<file path="config.mk">
export PLATFORM = sky130hd
export DESIGN_NAME = ssp_ram
export DESIGN_NICKNAME = d
export VERILOG_FILES = /design/src/design/ssp_ram.sv
export SDC_FILE = /design/constraint.sdc
export NUM_CORES = 1
export LEC_CHECK = 0
export BUFFER_PORTS_ARGS = -buffer_cell sky130_fd_sc_hd__buf_2
export CAP_MARGIN = 20
export CELL_PAD_IN_SITES_DETAIL_PLACEMENT = 0
export CELL_PAD_IN_SITES_GLOBAL_PLACEMENT = 2
export CORE_ASPECT_RATIO = 0.8
export CORE_MARGIN = 2
export CORE_UTILIZATION = 43
export DETAILED_ROUTE_END_ITERATION = 16
export MAX_ROUTING_LAYER = met4
export PLACE_DENSITY_LB_ADDON = 0.1
export SLEW_MARGIN = 20
export SYNTH_ARGS = -nofsm -noshare
export SYNTH_HDL_FRONTEND = slang
export SYNTH_SLANG_ARGS = --single-unit
export TNS_END_PERCENT = 100
</file>
<file path="constraint.sdc">
create_clock -name clk -period 2.7 [get_ports clk]
set_clock_uncertainty 0.2 [all_clocks]
set_input_delay 0.135 -clock clk [delete_from_list [all_inputs] [get_ports clk]]
set_output_delay 0.135 -clock clk [all_outputs]
set_load 0.03 [all_outputs]
</file>
<file path="src/design/ssp_ram.sv">
// Generic single-port-write, single-port-read RAM with registered read data.
// No dependencies.
module ssp_ram #(
  parameter int unsigned WIDTH = 8,
  parameter int unsigned DEPTH = 16
) (
  input  logic                     clk,
  input  logic                     we,
  input  logic [$clog2(DEPTH)-1:0] waddr,
  input  logic [WIDTH-1:0]         wdata,
  input  logic [$clog2(DEPTH)-1:0] raddr,
  output logic [WIDTH-1:0]         rdata
);

  logic [WIDTH-1:0] mem [DEPTH];

  always_ff @(posedge clk) begin
    if (we) begin
      mem[waddr] <= wdata;
    end
    rdata <= mem[raddr];
  end

endmodule

</file>
==> Word-level counts from Yosys, hierarchy flattened <==
Memory sizes are Yosys's and may differ from the RTL's. A register that Yosys moved wholly into a read port is not among the register bits.
Cells that the tools add are included.
{ "op_classes": {"addsub": 0, "n_mux": 2, "n_mul": 0, "order_cmp": 0, "reduce_logical": 0, "eq_ne": 0, "n_shift": 0, "n_bitwise": 0, "n_div": 0} }
{ "ops": {"columns": ["op", "n"], "rows": [
  ["two-way mux 1 bit", 2]
]} }
{ "totals": {"ram_bits": 128, "romBits": 0, "memories": 1, "inputBits": 18, "latchBits": 0, "wordCells": 3, "regBits": 0, "output_inout_bits": 8} }
{ "memory_table": {"columns": ["name", "depth", "width", "read_ports", "rd_ports_with_merged_regs", "wr", "line", "text"], "rows": [
  ["mem", 16, 8, 1, 1, 1, "15", "logic [WIDTH-1:0] mem [DEPTH];"]
]} }

==> Depth between registers and ports, before layout <==
{ "depth": {"word_depth": 2, "depth_mapped": 5, "ltp_nobuf": 3} }

==> Least setup slack after synthesis <==
OpenSTA, ideal clock, no wires.
{ "synth_timing": {"kind": "input to register", "from": "input port waddr[2]", "to": "memory mem[0][0] (enable)", "path_stages": 2, "n_path_buf": 0, "arrival_ns": 1.245, "slack_ns": 0.872, "cell_sequence": "or3b_2 -> nor3_1"} }
{ "synth_rtl": {"columns": ["element", "line", "text"], "rows": [
  ["start: declaration", "9", "input logic [$clog2(DEPTH)-1:0] waddr,"],
  ["end: declaration", "15", null]
]} }
Straight into the memory's write port.

==> flow_metrics.env <==
export IMPL_drv_slew=0
export IMPL_post_cts_buffers=0
export IMPL_root_buffer="clkbuf_16"
export IMPL_post_cts_resize_count=0
export IMPL_yosysSeqAreaShare_pct=77.78
export IMPL_synth_mux_area_share_pct=15.02
export IMPL_worstMarginPinSlew_ns=0.8455
export IMPL_fin_crit_ns=1.701
export IMPL_htreeDepth=4
export IMPL_synth_compound_area_share_pct=2.333
export IMPL_syn2layout_area_growth_pct=19.03
export IMPL_grt_pass1_wl_um=15810
export IMPL_cellLeakagePower_nw=2.079
export IMPL_fmax_ghz=0.5880
export IMPL_max_stage_delay_ns=0.60
export IMPL_layout_worst_path_cycle_share_pct=62.98
export IMPL_drtAntennaViolNets=0
export IMPL_status="completed"
export IMPL_io_pins=26
export IMPL_postSynthNetCount=247
export IMPL_postSynthCellCount=229
export IMPL_dpl_hpwl_um=6746
export IMPL_finalPower_w=0.004656
export IMPL_start_util_pct=44.36
export IMPL_combPwrFrac_pct=5.5
export IMPL_yosys_area_top_type_share_pct=74.67
export IMPL_grt_start_max_net_pins=17
export IMPL_ir_drop_mv=0.3641
export IMPL_start_kind="input pin"
export IMPL_seqCellArea_um2=4004
export IMPL_p_int_w=0.003705
export IMPL_cp_end_kind="flip-flop"
export IMPL_gp_congestion=0.6943
export IMPL_synth_xor_area_share_pct=0
export IMPL_power_density_nw_per_um2=759.8
export IMPL_synthAdderAreaFrac_pct=0
export IMPL_mostFrequentLayoutCell="edfxtp_1"
export IMPL_gr_total_overflow=0
export IMPL_crit_slowest_cell="mux4_1"
export IMPL_critPathMaxFanout=14
export IMPL_rows=35
export IMPL_p_switching_w=0.0009505
export IMPL_crit_required_ns=2.78
export IMPL_hold_viol=0
export IMPL_clkPwrFrac_pct=43.5
export IMPL_path_cells="buf_2, buf_4, mux4_1, a22oi_1, nand2_1"
export IMPL_grtUsageTotal_pct=18.21
export IMPL_coreArea_um2=11600
export IMPL_drc=0
export IMPL_diodes=0
export IMPL_netSwitchingFraction_pct=20.42
export IMPL_ys_top_cells_by_area="edfxtp_1 75%, mux4_2 7.9%, mux4_1 7.1%"
export IMPL_wirelength_um=10340
export IMPL_viasPerCell=5.400
export IMPL_drtIter0Drc=231
export IMPL_vias=2430
export IMPL_cts_hold_buf=8
export IMPL_cts_buffer_depth=2
export IMPL_hold_class="in2reg"
export IMPL_cts_tree="yes"
export IMPL_clock_latency_ns=0.41
export IMPL_yosys_area_top_type="edfxtp_1"
export IMPL_routedWlPerCell_um=22.99
export IMPL_synth_top_family_by_area="multiplexers"
export IMPL_finalSetupViolCount=0
export IMPL_grt_pass1_vias=2588
export IMPL_numCtsBuffers=17
export IMPL_cp_arrival_ns=1.78
export IMPL_fin_nets=308
export IMPL_cts_sinks=136
export IMPL_timing_setup_tns_ns=0
export IMPL_synth_cell_type_count=19
export IMPL_crit_buf_inv=2
export IMPL_drt_pass1_iter_count=4
export IMPL_layout_common_cells="128 x edfxtp_1, 25 x buf_2, 18 x mux4_2, 18 x buf_4, 17 x clkbuf_16"
export IMPL_n_fill_cell=914
export IMPL_antenna_found_initial=0
export IMPL_multi_input_area_um2=1057
export IMPL_criticalPathCategory="in2reg"
export IMPL_path_clk_slew_ns=0.05
export IMPL_synth_simple_area_share_pct=3.184
export IMPL_synth_avg_cell_area_um2=22.48
export IMPL_mappedNetlistArea_um2=5147
export IMPL_numPortBuffers=25
export IMPL_fp_dieH_um=101.9
export IMPL_yosysWarnings=0
export IMPL_max_slew_margin_rel_pct=43.43
export IMPL_crit_family="buffers and inverters"
export IMPL_die_w_um=126.3
export IMPL_ys_ff_latch=136
export IMPL_drive_above_1_share_pct=29.14
export IMPL_pwr_share_seq_pct=51.1
export IMPL_die_area_um2=12870
export IMPL_rsz0062_at_grt="no"
export IMPL_drv_cap=0
[cell type report]
cell class / count / area share (%)
well taps: 148 / 3.022
clock inverters: 11 / 1.368
flip-flops and latches: 136 / 65.35
repair buffers: 52 / 5.881
clock buffers: 20 / 7.127
multi-input cells: 83 / 17.26
[Yosys cell counts]
cell and instances:
or3b_2 1, dfxtp_1 8, nand3_1 1, buf_4 1, mux4_1 14, nor3_1 4
buf_6 3, nand2b_1 2, clkdlybuf4s25_2 3, nand3b_1 2, edfxtp_1 128, a22oi_1 16
mux4_2 18, nor2_1 13, nor2b_1 1, nand2_1 9, and2_1 1, and2b_1 1
buf_2 3
[flip-flops by register name, summed over array words and instances (netlist names)]
| name | flops |
|---|---|
| mem | 128 |
| rdata | 8 |
[cells by family after synthesis]
family                 Yosys count
buffers and inverters           10
flip-flops                     136
multiplexers                    32
AO/OA/AOI/OAI                   16
AND/OR/NAND/NOR                 35
[through the flow]
stage | instance area [µm²] | cells | setup WS, ns | util [%] | hold WS [ns]
finish | 6127 | 450 | 0.9995 | 52.80 | 0.08801
global route | 6127 | 450 | 0.9146 | 52.80 | 0.1007
CTS | 6127 | 450 | 0.9296 | 52.80 | 0.08884
detailed placement | 5527 | 411 | 0.5037 | 47.62 | 0.3465
global placement | 5527 | 411 | 0.5063 | 47.62 | 0.3369
floorplan | 5147 | 229 | 0.8721 | - | 0.03387
[worst register-to-register path, cell delays in order, from the launching register on]
cell and delay, ns:
edfxtp_1 0.37, mux4_1 0.56, a22oi_1 0.28, nand2_1 0.09
[worst paths after layout]
kind / from / endpoint / slack, ns / cells past startpoint
worst max-delay path: raddr[0] / rdata[4]$_DFF_P_ / 1.0 / 5
worst max register to register: mem[9][4]$_DFFE_PP_ / rdata[4]$_DFF_P_ / 1.09 / 3
worst min-delay path: waddr[0] / mem[0][6]$_DFFE_PP_ / 0.09 / 3
worst min register to register: mem[7][3]$_DFFE_PP_ / rdata[3]$_DFF_P_ / 0.47 / 3
[layer usage]
| metal | part of all wire, % | global-route usage [%] | vias to the layer above |
|---|---|---|---|
| li1 | - | - | 1091 |
| met1 | 48 | 24.22 | 1280 |
| met2 | 48 | 27.96 | 50 |
| met3 | 3.4 | 4.764 | 9 |
| met4 | 0.79 | 5.917 | 0 |
| met5 | 0 | - | - |
[power groups by stage]
stage / logic [W] / clock network (W) / registers (W)
finish: 0.000254 / 0.00202 / 0.00238
global route: 0.000276 / 0.00215 / 0.00238
CTS: 0.000260 / 0.00207 / 0.00238
detailed placement: 0.000251 / 0 / 0.00242
global placement: 0.000249 / 0 / 0.00242
floorplan: 0.000120 / 0 / 0.00244
Power figures use the tool's default switching activity.
